[src/hw/rtl/egsc_pkg.sv]
// Shared types, constants and pipeline depths for the exposure/gain converter.
// No dependencies; every other file but egsc_cfg_if imports this package.
package egsc_pkg;

  localparam int GAIN_FRAC_BITS = 16;
  localparam int GAIN_W         = 24;
  localparam int TQ_W           = GAIN_FRAC_BITS + 5;  // gain clamped to 16.0

  localparam logic [GAIN_W-1:0] GAIN_ONE     = GAIN_W'(1) << GAIN_FRAC_BITS;
  localparam logic [GAIN_W-1:0] GAIN_LOW_MAX = GAIN_W'(16) << GAIN_FRAC_BITS;
  localparam logic [GAIN_W-1:0] GAIN_TOP     = GAIN_W'(92) << GAIN_FRAC_BITS;

  localparam logic [31:0] TIME_MIN_NS = 32'd37516;
  localparam logic [31:0] TIME_MAX_NS = 32'd66666664;
  localparam logic [29:0] NS_PER_S    = 30'd1000000000;

  localparam logic [10:0] ANALOG_SCALE = 11'd1024;
  localparam logic [11:0] DIGITAL_ONE  = 12'd256;
  localparam logic [11:0] DIGITAL_CAP  = 12'd3840;

  // divider quotient widths, one bit per stage
  localparam int LDIV_QW = 18;  // top bit flags line overflow
  localparam int ADIV_QW = 11;
  localparam int IDIV_QW = 24;

  localparam int LINE_CORE_LAT = 1 + LDIV_QW + 2;
  localparam int PIPE_LAT      = 1 + ADIV_QW + 3 + IDIV_QW;
  localparam int LINE_PAD      = PIPE_LAT - LINE_CORE_LAT;

  // configuration register indexes
  localparam logic [2:0] REG_PIXEL_CLOCK  = 3'd0;
  localparam logic [2:0] REG_LINE_LENGTH  = 3'd1;
  localparam logic [2:0] REG_FRAME_LINES  = 3'd2;
  localparam logic [2:0] REG_ACTIVE_H     = 3'd3;
  localparam logic [2:0] REG_VERT_OFFSET  = 3'd4;
  localparam logic [2:0] REG_MIN_LINES    = 3'd5;
  localparam logic [2:0] REG_ANALOG_MAX   = 3'd6;

  typedef enum logic [1:0] {
    ST_OK   = 2'd0,
    ST_GAIN = 2'd1,
    ST_TIME = 2'd2
  } status_t;

  typedef struct packed {
    logic [31:0] pclk;
    logic [45:0] den;   // line length (zero taken as one) times 1e9
    logic [15:0] dfl;
    logic [15:0] ah;
    logic [7:0]  voff;
    logic [7:0]  minl;
    logic [9:0]  acm;
  } cfg_t;

  typedef struct packed {
    logic [15:0] integ_lines;
    logic [15:0] frame_len_lines;
    logic [15:0] vblank_lines;
  } line_res_t;

  typedef struct packed {
    logic [9:0]        analog_gain_code;
    logic [11:0]       dgain_code;
    logic [GAIN_W-1:0] isp_gain_q16;
  } gain_res_t;

endpackage

[src/hw/rtl/egsc_gain_path.sv]
// Gain split: analog code by pipelined ceil-divide, digital code by multiply,
// residual gain by a second pipelined divide. Uses egsc_pkg.
module egsc_gain_path (
  input  logic                 clk,
  input  logic                 en,
  input  logic [egsc_pkg::GAIN_W-1:0] gain_q16,
  input  egsc_pkg::cfg_t       cfg,
  output egsc_pkg::gain_res_t  res
);
  import egsc_pkg::*;

  localparam int AREM_W = 11 + GAIN_FRAC_BITS + 1;
  localparam int ASH_W  = TQ_W + ADIV_QW;
  localparam int PROD_W = GAIN_W + 11;
  localparam int IREM_W = PROD_W + 2;
  localparam int ISH_W  = 15 + IDIV_QW;

  // analog divider stages
  logic [AREM_W-1:0]  arem_r [0:ADIV_QW];
  logic [ADIV_QW-1:0] aq_r   [0:ADIV_QW];
  logic [TQ_W-1:0]    atq_r  [0:ADIV_QW];
  logic [GAIN_W-1:0]  ag_r   [0:ADIV_QW];
  logic               ahi_r  [0:ADIV_QW];
  logic [ASH_W-1:0]   ash    [0:ADIV_QW-1];

  logic [9:0]         code_r;
  logic [10:0]        m_r;
  logic [GAIN_W-1:0]  g13_r;
  logic               hi13_r;
  logic [PROD_W-1:0]  prod_r;
  logic [9:0]         code14_r;
  logic               hi14_r;

  // residual divider stages
  logic [IREM_W-1:0]  irem_r [0:IDIV_QW];
  logic [14:0]        idiv_r [0:IDIV_QW];
  logic [IDIV_QW-1:0] iq_r   [0:IDIV_QW];
  logic [9:0]         ic_r   [0:IDIV_QW];
  logic [11:0]        id_r   [0:IDIV_QW];
  logic [ISH_W-1:0]   ish    [0:IDIV_QW-1];

  logic [TQ_W-1:0]    tq;
  logic [10:0]        code11;
  logic [9:0]         code_nxt;
  logic [16:0]        dq;
  logic [11:0]        dcode_nxt;

  assign tq = (gain_q16 > GAIN_LOW_MAX) ? TQ_W'(GAIN_LOW_MAX) : gain_q16[TQ_W-1:0];

  always_comb begin
    for (int i = 0; i < ADIV_QW; i++) begin
      ash[i] = ASH_W'(atq_r[i]) << (ADIV_QW - 1 - i);
    end
    for (int i = 0; i < IDIV_QW; i++) begin
      ish[i] = ISH_W'(idiv_r[i]) << (IDIV_QW - 1 - i);
    end
  end

  // ceil(1024/t) = floor((1024*one + t - 1) / t)
  always_ff @(posedge clk) begin
    if (en) begin
      arem_r[0] <= (AREM_W'(ANALOG_SCALE) << GAIN_FRAC_BITS) + AREM_W'(tq) - AREM_W'(1);
      aq_r[0]   <= '0;
      atq_r[0]  <= tq;
      ag_r[0]   <= gain_q16;
      ahi_r[0]  <= gain_q16 > GAIN_LOW_MAX;
      for (int i = 0; i < ADIV_QW; i++) begin
        if (ASH_W'(arem_r[i]) >= ash[i]) begin
          arem_r[i+1] <= arem_r[i] - ash[i][AREM_W-1:0];
          aq_r[i+1]   <= aq_r[i] | (ADIV_QW'(1) << (ADIV_QW - 1 - i));
        end else begin
          arem_r[i+1] <= arem_r[i];
          aq_r[i+1]   <= aq_r[i];
        end
        atq_r[i+1] <= atq_r[i];
        ag_r[i+1]  <= ag_r[i];
        ahi_r[i+1] <= ahi_r[i];
      end
    end
  end

  always_comb begin
    code11   = ANALOG_SCALE - aq_r[ADIV_QW];
    code_nxt = (code11 > 11'(cfg.acm)) ? cfg.acm : code11[9:0];
  end

  always_comb begin
    dq = prod_r[PROD_W-1:GAIN_FRAC_BITS+2];
    if (!hi14_r) begin
      dcode_nxt = DIGITAL_ONE;
    end else if (dq > 17'(DIGITAL_CAP)) begin
      dcode_nxt = DIGITAL_CAP;
    end else begin
      dcode_nxt = dq[11:0];
    end
  end

  always_ff @(posedge clk) begin
    if (en) begin
      code_r   <= code_nxt;
      m_r      <= ANALOG_SCALE - 11'(code_nxt);
      g13_r    <= ag_r[ADIV_QW];
      hi13_r   <= ahi_r[ADIV_QW];
      prod_r   <= PROD_W'(g13_r) * PROD_W'(m_r);
      code14_r <= code_r;
      hi14_r   <= hi13_r;
      // isp = (2*prod + 4*d) / (8*d)
      irem_r[0] <= IREM_W'({prod_r, 1'b0}) + IREM_W'({dcode_nxt, 2'b00});
      idiv_r[0] <= {dcode_nxt, 3'b000};
      iq_r[0]   <= '0;
      ic_r[0]   <= code14_r;
      id_r[0]   <= dcode_nxt;
      for (int i = 0; i < IDIV_QW; i++) begin
        if (ISH_W'(irem_r[i]) >= ish[i]) begin
          irem_r[i+1] <= irem_r[i] - ish[i][IREM_W-1:0];
          iq_r[i+1]   <= iq_r[i] | (IDIV_QW'(1) << (IDIV_QW - 1 - i));
        end else begin
          irem_r[i+1] <= irem_r[i];
          iq_r[i+1]   <= iq_r[i];
        end
        idiv_r[i+1] <= idiv_r[i];
        ic_r[i+1]   <= ic_r[i];
        id_r[i+1]   <= id_r[i];
      end
    end
  end

  assign res = '{analog_gain_code: ic_r[IDIV_QW], dgain_code: id_r[IDIV_QW],
                 isp_gain_q16: iq_r[IDIV_QW]};
endmodule

[config.mk]
export PLATFORM = sky130hd
export DESIGN_NAME = egsc_gain_path
export DESIGN_NICKNAME = d
export VERILOG_FILES = /design/src/hw/rtl/egsc_pkg.sv /design/src/hw/rtl/egsc_gain_path.sv
export SDC_FILE = /design/constraint.sdc
export NUM_CORES = 2
export LEC_CHECK = 0
export ABC_AREA = 1
export BUFFER_PORTS_ARGS = -buffer_cell sky130_fd_sc_hd__buf_2
export CORE_AREA = 2 2 552 554
export DETAILED_ROUTE_END_ITERATION = 8
export DIE_AREA = 0 0 554 556
export GPL_TIMING_DRIVEN = 0
export PLACE_DENSITY = 0.69
export SYNTH_ARGS = -nofsm -noshare
export SYNTH_HDL_FRONTEND = slang
export SYNTH_SLANG_ARGS = --single-unit
export TNS_END_PERCENT = 5
[constraint.sdc]
create_clock -name clk -period 12.15 [get_ports clk]
set_input_delay 2.43 -clock clk [delete_from_list [all_inputs] [get_ports clk]]
set_output_delay 2.43 -clock clk [all_outputs]
set_load 0.1 [all_outputs]
==> results.ini <==
[drt]
wl_um=317000
via_count=85974
dr.pass1.iters=6
postRouteAntennaNets=0
drc=0
drt_iter0_drc=7435
routedWlPerCell_um=19.0
viasPerCell=5.14

[synthesis]
yosys_warnings=0
synth_edf_count=2709
synth_area_um2=135000
avgSynthCellArea_um2=11.2
yosysTopAreaCellShare=0.601
synth_area_leader_cell=edfxtp_1
yosysSeqAreaShare=0.601
yosys_most_used_dff=edfxtp_1
yosys_register_bits=2709
netlist_instances=12117
async_reset_ff_frac=0
syn-num-nets=13119
yosysUniqueCellTypes=86
ys_top_cells_by_area=edfxtp_1 60%, nand2_1 5.7%, ha_1 5.6%, inv_1 5.4%, fa_1 3.4%

[min_path]
holdCritStartpoint=iq_r[9][17]$_DFFE_PP_
min_path_cells=0
hold_path_end=iq_r[10][17]$_DFFE_PP_
hp-class=flip-flop to flip-flop

[setup_path]
start_kind=flip-flop
crit_top_cell=nand2_1
timing.rr.end=prod_r[25]$_DFFE_PP_
crit_family=adder cells
cp.required_ps=12820
worstPathCellList=clkbuf_1 -> nand2_1 -> fa_1 -> inv_1 -> fa_1 -> fa_1 -> fa_1 -> inv_1 -> fa_1 -> inv_1 -> ha_1 -> nand2_1 -> nor2_1 -> nand2_1 -> o211ai_1 -> nand2_1 -> nand2_1 -> nand2_1 -> nand2_1 -> nand2_1 -> nand2_1 -> xor2_1
max_stage_delay_ps=650
reg2regPathDepth=22
cp-startpoint=m_r[7]$_DFFE_PP_
reg2reg_from=m_r[7]$_DFFE_PP_
path_max_fanout=10
crit_type=flip-flop to flip-flop
cp_num_buf_inv=4
ff2ff_setup_slack_ps=5890
endpoint_kind=flip-flop
cp_slowest_cell=edfxtp_1
critPathArrivalTime_ps=6940

[timing]
relSlewSlack=0.0751
fin_skew_ps=43.4
final-hold-violation-count=0
fmax_mhz=160
rsz0062_at_grt=no
setup_violations=0
final.setup.tns_ps=0
min_period_over_period=0.516
worst_slew_pin_slew_ps=1390
fin_crit_ps=6260
slew_viol_final=0

[clocking]
cts_tree=built
cts_resized=0
path_clk_slew_ps=60
cts.path.max_buffers=4
htreeDepth=5
numClockSinks=2709
cts_buffers=290
clockRootBuffer=clkbuf_16
clk_latency_ps=900
cts_hold_buf=0
cts_setup_buffers=0

[cells_and_area]
final_cell_area_um2=151000
nets=13516
area_growth_pct=11.4
drive_above_1_share=0.0727

[die]
die_h_um=556
initial_core_util=0.448
ios=208
core_um2=302000
dieWidth_um=554
die-area_um2=308000
core.rowCount=202

[power]
p_sw_frac=0.356
p_comb_frac=0.339
clkPwrFrac=0.259
p_leak_nw=61.3
p_int_mw=21.6
irDropWorstVdd_mv=0.214
power_frac_seq=0.402
power.density_nw_per_um2=223
p_switching_mw=12.0

[global_route]
grt_pass1_vias=84653
grt_antenna_before_repair=9
grt_pass1_wl_um=487000
overflow=0
grt_max_degree=188
grt_use_total=0.203

[placed_design]
dpl.hpwl_um=243000
numPortBuffers=81
gp_congestion=0.944
placed_area_um2=141000

[run]
maxCapViolCount=0

[run_status]
status=completed

metal layers:
layer  track usage  share of wire  vias to the layer above
li1              -              -                    42254
met5             0              0                        -
met4        0.0661          0.034                        0
met1         0.269           0.43                    40917
met3        0.0309          0.056                      537
met2         0.342           0.48                     2266
Yosys cell counts, types with 13 or more instances:
cell type / number
o21ai_0: 512
xnor2_1: 319
nand4_1: 149
edfxtp_1: 2709
o2111ai_1: 18
fa_1: 231
o21ai_1: 87
a31oi_1: 58
and3_1: 13
buf_6: 31
nand2_1: 2068
nor2_1: 920
a211oi_1: 22
a21o_1: 57
nand3b_1: 17
or2_2: 42
nor3_1: 188
o21a_1: 28
o31ai_1: 17
inv_2: 21
nor2_2: 22
clkbuf_1: 93
o21ai_2: 44
buf_4: 15
a21oi_1: 618
ha_1: 609
nor4_1: 182
nand3_1: 370
o211ai_1: 44
o21bai_1: 29
nand2_2: 17
inv_1: 1945
mux2_2: 26
a21boi_0: 17
a21oi_2: 26
buf_2: 45
xor2_1: 358
area by class of cell:
cell class	instances	area (um2)
Antenna cell	6	15.0
Clock inverter	176	1810
Sequential cell	2709	81300
Buffer	186	1100
Inverter	1968	7390
Multi-Input combinational cell	7254	45600
Tap cell	3978	4980
Timing Repair Buffer	105	991
Clock buffer	333	7550
Fill cell	26686	151000
cell usage in the layout, fill, tap and decap left out, types with 57 or more instances in the layout:
cell | netlist | layout
edfxtp_1 | 2709 | 2709
nand2_1 | 2068 | 2068
inv_1 | 1945 | 1945
buf_2 | 45 | 126
o21ai_1 | 87 | 87
nor3_1 | 188 | 188
nor2_1 | 920 | 920
o21ai_0 | 512 | 512
clkbuf_1 | 93 | 97
a31oi_1 | 58 | 58
xor2_1 | 358 | 358
ha_1 | 609 | 609
clkbuf_16 | 0 | 296
xnor2_1 | 319 | 319
a21o_1 | 57 | 57
fa_1 | 231 | 231
nor4_1 | 182 | 182
a21oi_1 | 618 | 618
nand4_1 | 149 | 149
nand3_1 | 370 | 370
per-stage QoR:
stage          setup slack [ps]  utilization  hold WS (ps)  instances  power (mW)
6_report                   5890        0.499           395      16715        33.6
4_1_cts                    5940        0.499           397      16709        33.8
5_1_grt                    5590        0.499           399      16711        35.8
2_1_floorplan              6900            -           400      12117        21.6
3_3_place_gp             -16130        0.466           400      16176        25.1
3_5_place_dp               5220        0.468           405      16200        25.0
power by group through the flow:
stage | sequential [mW] | combinational, mW | clock [mW]
4_1_cts | 13.5 | 11.4 | 8.90
2_1_floorplan | 13.2 | 8.46 | 0
3_3_place_gp | 13.9 | 11.2 | 0
6_report | 13.5 | 11.4 | 8.70
3_5_place_dp | 13.7 | 11.3 | 0
5_1_grt | 13.6 | 12.9 | 9.26
how the worst max path moves through the flow:
stage	to	slack [ps]	depth (start not counted)
2_1_floorplan	prod_r[26]$_DFFE_PP_	6900	22
3_3_place_gp	iq_r[20][12]$_DFFE_PP_	-16130	5
3_5_place_dp	irem_r[4][107]$_DFFE_PP_	5220	8
4_1_cts	prod_r[25]$_DFFE_PP_	5940	22
5_1_grt	prod_r[25]$_DFFE_PP_	5590	22
6_report	prod_r[25]$_DFFE_PP_	5890	22
cells by family after synthesis:
family                   count (synthesis)  share of synthesized area
adder cells (fa/ha/maj)                840                     0.0904
flip-flops                            2709                      0.601
AND/OR/NAND/NOR                       4051                      0.129
buffers and inverters                 2154                     0.0623
multiplexers                            44                    0.00390
XOR/XNOR                               677                     0.0438
AO/OA/AOI/OAI                         1642                     0.0701
registers in the layout, summed over array words and instances (netlist names), 15 cells and up:
register  cells
atq_r       231
aq_r         66
g13_r        24
ic_r        250
irem_r      864
arem_r      307
prod_r       35
id_r        285
idiv_r       15
ag_r        288
iq_r        300
Power figures use the tool's default switching activity.
