<file path="src/hw/rtl/egsc_pkg.sv">
// Shared types, constants and pipeline depths for the exposure/gain converter.
// No dependencies; every other file but egsc_cfg_if imports this package.
package egsc_pkg;

  localparam int GAIN_FRAC_BITS = 16;
  localparam int GAIN_W         = 24;
  localparam int TQ_W           = GAIN_FRAC_BITS + 5;  // gain clamped to 16.0

  localparam logic [GAIN_W-1:0] GAIN_ONE     = GAIN_W'(1) << GAIN_FRAC_BITS;
  localparam logic [GAIN_W-1:0] GAIN_LOW_MAX = GAIN_W'(16) << GAIN_FRAC_BITS;
  localparam logic [GAIN_W-1:0] GAIN_TOP     = GAIN_W'(92) << GAIN_FRAC_BITS;

  localparam logic [31:0] TIME_MIN_NS = 32'd37516;
  localparam logic [31:0] TIME_MAX_NS = 32'd66666664;
  localparam logic [29:0] NS_PER_S    = 30'd1000000000;

  localparam logic [10:0] ANALOG_SCALE = 11'd1024;
  localparam logic [11:0] DIGITAL_ONE  = 12'd256;
  localparam logic [11:0] DIGITAL_CAP  = 12'd3840;

  // divider quotient widths, one bit per stage
  localparam int LDIV_QW = 18;  // top bit flags line overflow
  localparam int ADIV_QW = 11;
  localparam int IDIV_QW = 24;

  localparam int LINE_CORE_LAT = 1 + LDIV_QW + 2;
  localparam int PIPE_LAT      = 1 + ADIV_QW + 3 + IDIV_QW;
  localparam int LINE_PAD      = PIPE_LAT - LINE_CORE_LAT;

  // configuration register indexes
  localparam logic [2:0] REG_PIXEL_CLOCK  = 3'd0;
  localparam logic [2:0] REG_LINE_LENGTH  = 3'd1;
  localparam logic [2:0] REG_FRAME_LINES  = 3'd2;
  localparam logic [2:0] REG_ACTIVE_H     = 3'd3;
  localparam logic [2:0] REG_VERT_OFFSET  = 3'd4;
  localparam logic [2:0] REG_MIN_LINES    = 3'd5;
  localparam logic [2:0] REG_ANALOG_MAX   = 3'd6;

  typedef enum logic [1:0] {
    ST_OK   = 2'd0,
    ST_GAIN = 2'd1,
    ST_TIME = 2'd2
  } status_t;

  typedef struct packed {
    logic [31:0] pclk;
    logic [45:0] den;   // line length (zero taken as one) times 1e9
    logic [15:0] dfl;
    logic [15:0] ah;
    logic [7:0]  voff;
    logic [7:0]  minl;
    logic [9:0]  acm;
  } cfg_t;

  typedef struct packed {
    logic [15:0] integ_lines;
    logic [15:0] frame_len_lines;
    logic [15:0] vblank_lines;
  } line_res_t;

  typedef struct packed {
    logic [9:0]        analog_gain_code;
    logic [11:0]       dgain_code;
    logic [GAIN_W-1:0] isp_gain_q16;
  } gain_res_t;

endpackage

</file>
<file path="src/hw/rtl/egsc_cfg_if.sv">
// Configuration write channel: register index and data.
// No package dependency.
interface egsc_cfg_if;
  logic        valid;
  logic        ready;
  logic [2:0]  index;
  logic [31:0] data;
  modport source (output valid, index, data, input ready);
  modport sink   (input valid, index, data, output ready);
endinterface

</file>
<file path="src/hw/rtl/egsc_cfg_regs.sv">
// Configuration register bank plus the registered line divisor.
// Depends on egsc_pkg and egsc_cfg_if.
module egsc_cfg_regs (
  input  logic            clk,
  input  logic            rst_n,
  egsc_cfg_if.sink        cfg_ch,
  output egsc_pkg::cfg_t  cfg
);
  import egsc_pkg::*;

  logic [31:0] pclk_r;
  logic [15:0] ll_r;
  logic [15:0] dfl_r;
  logic [15:0] ah_r;
  logic [7:0]  voff_r;
  logic [7:0]  minl_r;
  logic [9:0]  acm_r;
  logic [45:0] den_r;
  logic [15:0] ll_eff;
  logic        wr;

  assign cfg_ch.ready = 1'b1;
  assign wr     = cfg_ch.valid;
  assign ll_eff = (ll_r == 16'd0) ? 16'd1 : ll_r;

  always_ff @(posedge clk) begin
    if (!rst_n) begin
      pclk_r <= 32'd719898240;
      ll_r   <= 16'd6752;
      dfl_r  <= 16'd3554;
      ah_r   <= 16'd2160;
      voff_r <= 8'd8;
      minl_r <= 8'd4;
      acm_r  <= 10'd960;
    end else if (wr) begin
      case (cfg_ch.index)
        REG_PIXEL_CLOCK: pclk_r <= cfg_ch.data;
        REG_LINE_LENGTH: ll_r   <= cfg_ch.data[15:0];
        REG_FRAME_LINES: dfl_r  <= cfg_ch.data[15:0];
        REG_ACTIVE_H:    ah_r   <= cfg_ch.data[15:0];
        REG_VERT_OFFSET: voff_r <= cfg_ch.data[7:0];
        REG_MIN_LINES:   minl_r <= cfg_ch.data[7:0];
        REG_ANALOG_MAX:  acm_r  <= cfg_ch.data[9:0];
        default: ;
      endcase
    end
  end

  // divisor is registered from the stored line length, so it lags the line length register
  always_ff @(posedge clk) begin
    den_r <= 46'(ll_eff) * 46'(NS_PER_S);
  end

  assign cfg = '{pclk: pclk_r, den: den_r, dfl: dfl_r, ah: ah_r,
                 voff: voff_r, minl: minl_r, acm: acm_r};
endmodule

</file>
<file path="src/flat_wrapper.sv">
// flat-port wrapper written by rule: the top's interface ports become plain ports
module egsc_cfg_regs_flat import egsc_pkg::*;
  (clk, rst_n, cfg, cfg_ch_valid, cfg_ch_index, cfg_ch_data, cfg_ch_ready);
  egsc_cfg_if cfg_ch_i ();
  input  logic clk;
  input  logic rst_n;
  output egsc_pkg::cfg_t cfg;
  input wire logic [$bits(cfg_ch_i.valid)-1:0] cfg_ch_valid;
  input wire logic [$bits(cfg_ch_i.index)-1:0] cfg_ch_index;
  input wire logic [$bits(cfg_ch_i.data)-1:0] cfg_ch_data;
  output wire logic [$bits(cfg_ch_i.ready)-1:0] cfg_ch_ready;
  assign cfg_ch_i.valid = cfg_ch_valid;
  assign cfg_ch_i.index = cfg_ch_index;
  assign cfg_ch_i.data = cfg_ch_data;
  assign cfg_ch_ready = cfg_ch_i.ready;
  egsc_cfg_regs u_core (.clk(clk), .rst_n(rst_n), .cfg_ch(cfg_ch_i), .cfg(cfg));
endmodule
</file>
<file path="config.mk">
export PLATFORM = sky130hd
export DESIGN_NAME = egsc_cfg_regs_flat
export DESIGN_NICKNAME = d
export VERILOG_FILES = /design/src/hw/rtl/egsc_pkg.sv /design/src/hw/rtl/egsc_cfg_if.sv /design/src/hw/rtl/egsc_cfg_regs.sv /design/src/flat_wrapper.sv
export SDC_FILE = /design/constraint.sdc
export NUM_CORES = 1
export LEC_CHECK = 0
export BUFFER_PORTS_ARGS = -buffer_cell sky130_fd_sc_hd__buf_4
export CORE_MARGIN = 2
export CORE_UTILIZATION = 40
export CTS_BUF_LIST = sky130_fd_sc_hd__clkbuf_16
export DETAILED_ROUTE_END_ITERATION = 7
export PLACE_DENSITY = 0.58
export SLEW_MARGIN = 0
export SYNTH_ARGS = -nofsm -noshare
export SYNTH_HDL_FRONTEND = slang
export SYNTH_SLANG_ARGS = --single-unit
export TNS_END_PERCENT = 10
</file>
<file path="constraint.sdc">
create_clock -name clk -period 20.7 [get_ports clk]
set_input_delay 4.14 -clock clk [delete_from_list [all_inputs] [get_ports clk]]
set_output_delay 4.14 -clock clk [all_outputs]
set_load 0.01 [all_outputs]
</file>
==> qor.yml, run 1 <==
synth_flop_cell: "dfxtp_1"
cts_resized: 0
grt-ovfl-total: 0
start_util_pct: 40.4
place.gp.congestion: 0.872
num_vias: 8782
finalMaxSlewViolations: 0
postCtsHoldBufs: 0
grtUsageTotal_pct: 20.5
numCtsBuffers: 17
core_area_sq_um: 28500
synth_area_leader_cell: "dfxtp_1"
fp.dieW_um: 174
slew_headroom_pct: 14.1
num_rows: 62
worst_slack_ns: 13.02
grt_max_degree: 107
crit_top_cell: "fa_1"
fp.dieH_um: 174
final_common_cell: "nand2_1"
synthCells: 1257
root_buffer: "clkbuf_16"
crit_path_end_kind: "flop"
ir_drop_v: 0.0000663
status: "finished clean"
worstHoldPathType: "reg -> reg"
cts_tree: "yes"
dpl_cell_area_sq_um: 13100
fmax_mhz: 130
crit_path_max_fanout: 11
syn_area_per_cell_sq_um: 9.18
ys_ff_latch: 143
dp_hpwl_um: 24000
setup_violations: 0
syn_area_sq_um: 11500
antenna_found_initial: 1
most-common-layout-cells: "nand2_1 (232), inv_1 (223), buf_4 (167)"
crit_family: "adder cells"
antenna_cells: 0
tns_ns: 0
worst_clock_skew_ns: 0.0126
wl_per_cell_um: 16.9
max_cap_violations: 0
dr.pass1.iters: 5
powerDensity_nw_per_um2: 98.4
ant_nets: 0
hold_violations: 0
clk_pin_slew_ns: 0.07
critPathKind: "reg -> reg"
dpl.cell_count: 1767
synth_edf_count: 0
cts_sinks: 143
io_pins: 175
cellLeakagePower_nw: 6.75
path_cells: "or4_1 > nor4_1 > nand4_1 > and2_1 > ha_1 > inv_1 > fa_1 > inv_1 > fa_1 > fa_1 > fa_1 > inv_1 > fa_1 > inv_1 > ha_1 > nand4_1 > a2111oi_0 > o31ai_1 > a21oi_1 > o22ai_1 > xnor2_1"
synthTopCellsByArea: "dfxtp_1 (25%), fa_1 (22%), ha_1 (17%), nand2_1 (7.5%), inv_1 (7.2%)"
synth_cell_types: 56
slowest_stage: "a2111oi_0"
routed_via_density: 4.88
grt_pass1_vias: 8710
async_flop_share_pct: 0
dpl_worst_slack_ns: 12.99
die-area_sq_um: 30200
clk_latency_ns: 0.43
clk_path_buf_depth: 2
drc: 0
worstPathArrival_ns: 8.00
h-tree-depth: 4
wl_um: 30500
critPathBufInv: 4
num-fill-cells: 2824
cpPeakStageDelay_ns: 1.12
yosys_warnings: 0
fin_nets: 1723
synth_seq_area_share_pct: 24.8
post-cts-setup-buffer-count: 0
worstPathRequired_ns: 21.02
final_cells: 1799
final_cell_area_sq_um: 13600
grt_first_pass_wirelength_um: 48400
netlist.area_leader.share_pct: 24.8
fin_crit_ns: 7.68
syn2layout_area_growth_pct: 17.9
io_buffer_count: 164
drive_gt1_share_pct: 14.8
worstSetupStartpointType: "flop"
drt-initial-drc-count: 497
worst_pin_slew_ns: 1.26
rsz0062_at_grt: "no"
fin_crit_sh_pct: 37.1
## logic make-up after synthesis
group | after synthesis | synth area share, %
fa+ha+maj | 283 | 39.0
flops | 143 | 24.8
xor+xnor | 36 | 2.73
other cells | 2 | 0.0651
buf+inv | 269 | 9.10
compound gates | 179 | 11.3
simple gates | 345 | 13.0
## state kept, by name, summed over array words and instances, names as in the netlist
signal / flops
u_core.voff_r: 8
u_core.dfl_r: 16
u_core.minl_r: 8
u_core.acm_r: 10
u_core.ll_r: 16
u_core.pclk_r: 32
u_core.den_r: 37
u_core.ah_r: 16
## where the power goes
group          internal [W]  total [W]  leakage [nW]  switching [W]
combinational      0.000301   0.000724          5.33       0.000423
sequential         0.000316   0.000326          1.17      0.0000104
clock              0.000153   0.000289         0.253       0.000136
total              0.000769    0.00134          6.75       0.000569
## worst min-delay path, stage by stage, from the launching register on
cell and delay (ns):
dfxtp_1 0.31, nand2_1 0.05, a21boi_0 0.06
## stage by stage
| stage | power (W) | utilization, % | hold slack (ns) |
|---|---|---|---|
| detailed placement | 0.00105 | 45.8 | 0.456 |
| global route | 0.00145 | 47.7 | 0.489 |
| CTS | 0.00135 | 47.7 | 0.470 |
| global placement | 0.00105 | 45.8 | 0.452 |
| floorplan | 0.000858 | - | 0.446 |
| finish | 0.00134 | 47.7 | 0.467 |
## routing by layer
metal	up-vias	GRT usage, %	routed length, um
met4	0	5.46	520
met3	25	4.82	1620
met1	4290	27.9	13700
met5	-	0	0
li1	4260	-	-
met2	207	32.9	14600
## cells in the mapped netlist (4+ instances only)
| master | instances |
|---|---|
| nor2b_1 | 6 |
| o211ai_1 | 8 |
| inv_1 | 220 |
| o21a_1 | 4 |
| clkbuf_1 | 37 |
| ha_1 | 155 |
| nor2_1 | 19 |
| a21oi_1 | 28 |
| and2_1 | 8 |
| a21o_1 | 14 |
| nor3_1 | 5 |
| and3_1 | 8 |
| nand2_1 | 232 |
| nand3_1 | 41 |
| xor2_1 | 10 |
| dfxtp_1 | 143 |
| o21ai_0 | 14 |
| xnor2_1 | 26 |
| nand2b_1 | 9 |
| a31oi_1 | 7 |
| fa_1 | 128 |
| a21boi_0 | 73 |
| buf_4 | 10 |
| o21bai_1 | 6 |
| nand4_1 | 6 |
## layout make-up
| cell class | count | area [sq um] | area share [%] |
|---|---|---|---|
| clock buffers | 17 | 425 | 3.13 |
| clock inverters | 15 | 98.8 | 0.726 |
| inverters | 220 | 826 | 6.07 |
| multi-input cells | 853 | 7660 | 56.3 |
| flip-flops and latches | 143 | 2860 | 21.0 |
| well taps | 384 | 480 | 3.53 |
| repair buffers | 167 | 1250 | 9.21 |
## path summary, 6_finish.rpt
check	slack, ns	startpoint	depth (start not counted)	to
max	13.02	u_core.ll_r[1]$_SDFFE_PN0P_	21	u_core.den_r[43]$_DFF_P_
min	0.47	u_core.pclk_r[6]$_SDFFE_PN0P_	2	u_core.pclk_r[6]$_SDFFE_PN0P_
min reg2reg	0.47	u_core.pclk_r[6]$_SDFFE_PN0P_	2	u_core.pclk_r[6]$_SDFFE_PN0P_
max reg2reg	13.02	u_core.ll_r[1]$_SDFFE_PN0P_	21	u_core.den_r[43]$_DFF_P_
Power figures use the tool's default switching activity.
==> run 2, diff against run 1 <==
--- a/config.mk
+++ b/config.mk
@@ -5,6 +5,7 @@
 export SDC_FILE = /design/constraint.sdc
 export NUM_CORES = 1
 export LEC_CHECK = 0
+export ABC_AREA = 1
 export BUFFER_PORTS_ARGS = -buffer_cell sky130_fd_sc_hd__buf_4
 export CORE_MARGIN = 2
 export CORE_UTILIZATION = 40
==> constraint.sdc (replaced) <==
create_clock -name clk -period 7.1 [get_ports clk]
set_input_delay 1.42 -clock clk [delete_from_list [all_inputs] [get_ports clk]]
set_output_delay 1.42 -clock clk [all_outputs]
set_load 0.01 [all_outputs]
==> qor.yml, run 2 <==
status: "finished clean"
fp.dieH_um: 177
yosysMostFrequentCell: "inv_1"
synth_cell_types: 32
crit_family: "adder cells"
antenna_found_initial: 0
dp_hpwl_um: 26500
synth_commonest_cells: "inv_1 (344), nand2_1 (318), nor2_1 (176)"
dr.pass1.iters: 5
synth_area_leader_cell: "dfxtp_1"
postCtsHoldBufs: 0
start_util_pct: 40.5
topRoutingLayerUsed: "met4"
syn_area_per_cell_sq_um: 7.83
synth_edf_count: 0
cts_tree: "yes"
drc: 0
dpl_cell_area_sq_um: 13600
drt-met1-wl_um: 14700
drive_gt1_share_pct: 13.3
fin_crit_sh_pct: 91.1
post-cts-setup-buffer-count: 0
wl_per_cell_um: 15.5
top_regs: "u_core.den_r: 37 flops, u_core.pclk_r: 32 flops"
synth-compound-area-share_pct: 4.81
final_cells: 2088
synth_flop_cell: "dfxtp_1"
worstSetupStartpointType: "flop"
max_cap_violations: 0
fp.dieW_um: 177
root_buffer: "clkbuf_16"
worstPathRequired_ns: 7.44
syn2layout_area_growth_pct: 17.6
grt_first_pass_wirelength_um: 51900
wl_um: 32300
io_pins: 175
synth-simple-area-share_pct: 19.7
cts_resized: 0
critPathKind: "reg -> reg"
place.gp.congestion: 0.927
async_flop_share_pct: 0
h-tree-depth: 4
synth_seq_area_share_pct: 23.8
worstPathArrival_ns: 6.81
synth.mux.area_fraction_pct: 0
netlist.area_leader.share_pct: 23.8
slew_headroom_pct: 36.1
crit_path_end_kind: "flop"
power_w: 0.00507
ys_ff_latch: 143
num_rows: 63
die-area_sq_um: 31400
grt_pass1_vias: 9710
powerDensity_nw_per_um2: 359
synthCells: 1533
cellLeakagePower_nw: 7.93
slowest_stage: "fa_1"
finalMaxSlewViolations: 0
worst_slack_ns: 0.630
dpl_worst_slack_ns: 0.647
final_cell_area_sq_um: 14100
path_cells: "inv_1 > ha_1 > nand3_1 > or3_1 > nand2_1 > inv_1 > fa_1 > inv_1 > fa_1 > fa_1 > inv_1 > fa_1 > fa_1 > inv_1 > fa_1 > inv_1 > ha_1 > nand2_1 > nor2_1 > nand2_1 > nor2_1 > nand2_1 > nand3_1 > nand2_1"
final_common_cell: "inv_1"
fin_crit_ns: 6.47
hold_violations: 0
fmax_mhz: 155
synthTopCellsByArea: "dfxtp_1 (24%), fa_1 (21%), ha_1 (16%), inv_1 (11%), nand2_1 (9.9%)"
worstHoldPathType: "reg -> reg"
antenna_cells: 0
largest_reg_flops: 37
numCtsBuffers: 17
synth_top_family_by_area: "adder cells"
clk_latency_ns: 0.45
dpl.cell_count: 2056
synth-adder-area-share_pct: 37.5
yosys.area_share.xor_xnor_pct: 1.31
ant_nets: 0
fin_nets: 2006
worst_pin_slew_ns: 0.959
tns_ns: 0
drt-initial-drc-count: 474
grt_max_degree: 107
clk_path_buf_depth: 2
crit_path_max_fanout: 9
ir_drop_v: 0.000364
cpPeakStageDelay_ns: 0.60
grt-ovfl-total: 0
grtUsageTotal_pct: 21.5
wl_met3_um: 2030
most-common-layout-cells: "inv_1 (344), nand2_1 (318), nor2_1 (176)"
io_buffer_count: 164
rsz0062_at_grt: "no"
cts_sinks: 143
route.met2.wl_um: 14900
regMostFlops: "u_core.den_r"
worst_clock_skew_ns: 0.0147
clk_pin_slew_ns: 0.07
yosys_warnings: 0
num_vias: 9476
syn_area_sq_um: 12000
routed_via_density: 4.54
setup_violations: 0
critPathBufInv: 6
core_area_sq_um: 29600
==> run 2: through the flow <==
stage          hold slack [ns]  utilization (%)
2_1_floorplan            0.466                -
3_3_place_gp             0.440             45.7
3_5_place_dp             0.446             45.7
4_1_cts                  0.465             47.7
5_1_grt                  0.481             47.7
6_report                 0.457             47.7
==> run 2: worst paths after layout <==
path	cells past startpoint	from	to	slack (ns)
max reg2reg	24	u_core.ll_r[8]$_SDFFE_PN0P_	u_core.den_r[43]$_DFF_P_	0.63
min	2	u_core.dfl_r[6]$_SDFFE_PN1P_	u_core.dfl_r[6]$_SDFFE_PN1P_	0.46
max	24	u_core.ll_r[8]$_SDFFE_PN0P_	u_core.den_r[43]$_DFF_P_	0.63
min reg2reg	2	u_core.dfl_r[6]$_SDFFE_PN1P_	u_core.dfl_r[6]$_SDFFE_PN1P_	0.46
==> run 2: routing by layer <==
metal / track usage [%] / vias to the layer above
li1: - / 4877
met1: 27.6 / 4347
met2: 35.3 / 221
met3: 6.10 / 31
met4: 6.32 / 0
met5: 0 / -
==> run 2: kinds of logic (layout without fill, tap and decap cells) <==
logic type      Yosys count  after routing
buf+inv                 393            550
compound gates          111            111
xor+xnor                 18             18
simple gates            583            583
other cells               2             10
flops                   143            143
fa+ha+maj               283            283
==> run 2: power breakdown <==
group	switching, W	internal [W]	total (W)	leakage, nW
Sequential	0.0000370	0.000944	0.000981	1.17
Clock	0.000433	0.000464	0.000897	0.264
Combinational	0.00201	0.00118	0.00319	6.49
Total	0.00248	0.00259	0.00507	7.93
==> run 2: worst register-to-register path: cells and delay by family, from the launching register on <==
family,cells,cell delay (ns)
DFF,1,0.35
and+or+nand+nor,10,1.74
buffers and inverters,6,0.57
adders and majority gates,8,3.68
==> run 2: cell type report <==
type / instances / area (sq um)
Inverter: 352 / 1320
Multi-Input combinational cell: 1005 / 7640
Sequential cell: 143 / 2860
Fill cell: 3006 / 15500
Clock inverter: 15 / 143
Tap cell: 390 / 488
Timing Repair Buffer: 166 / 1250
Clock buffer: 17 / 425
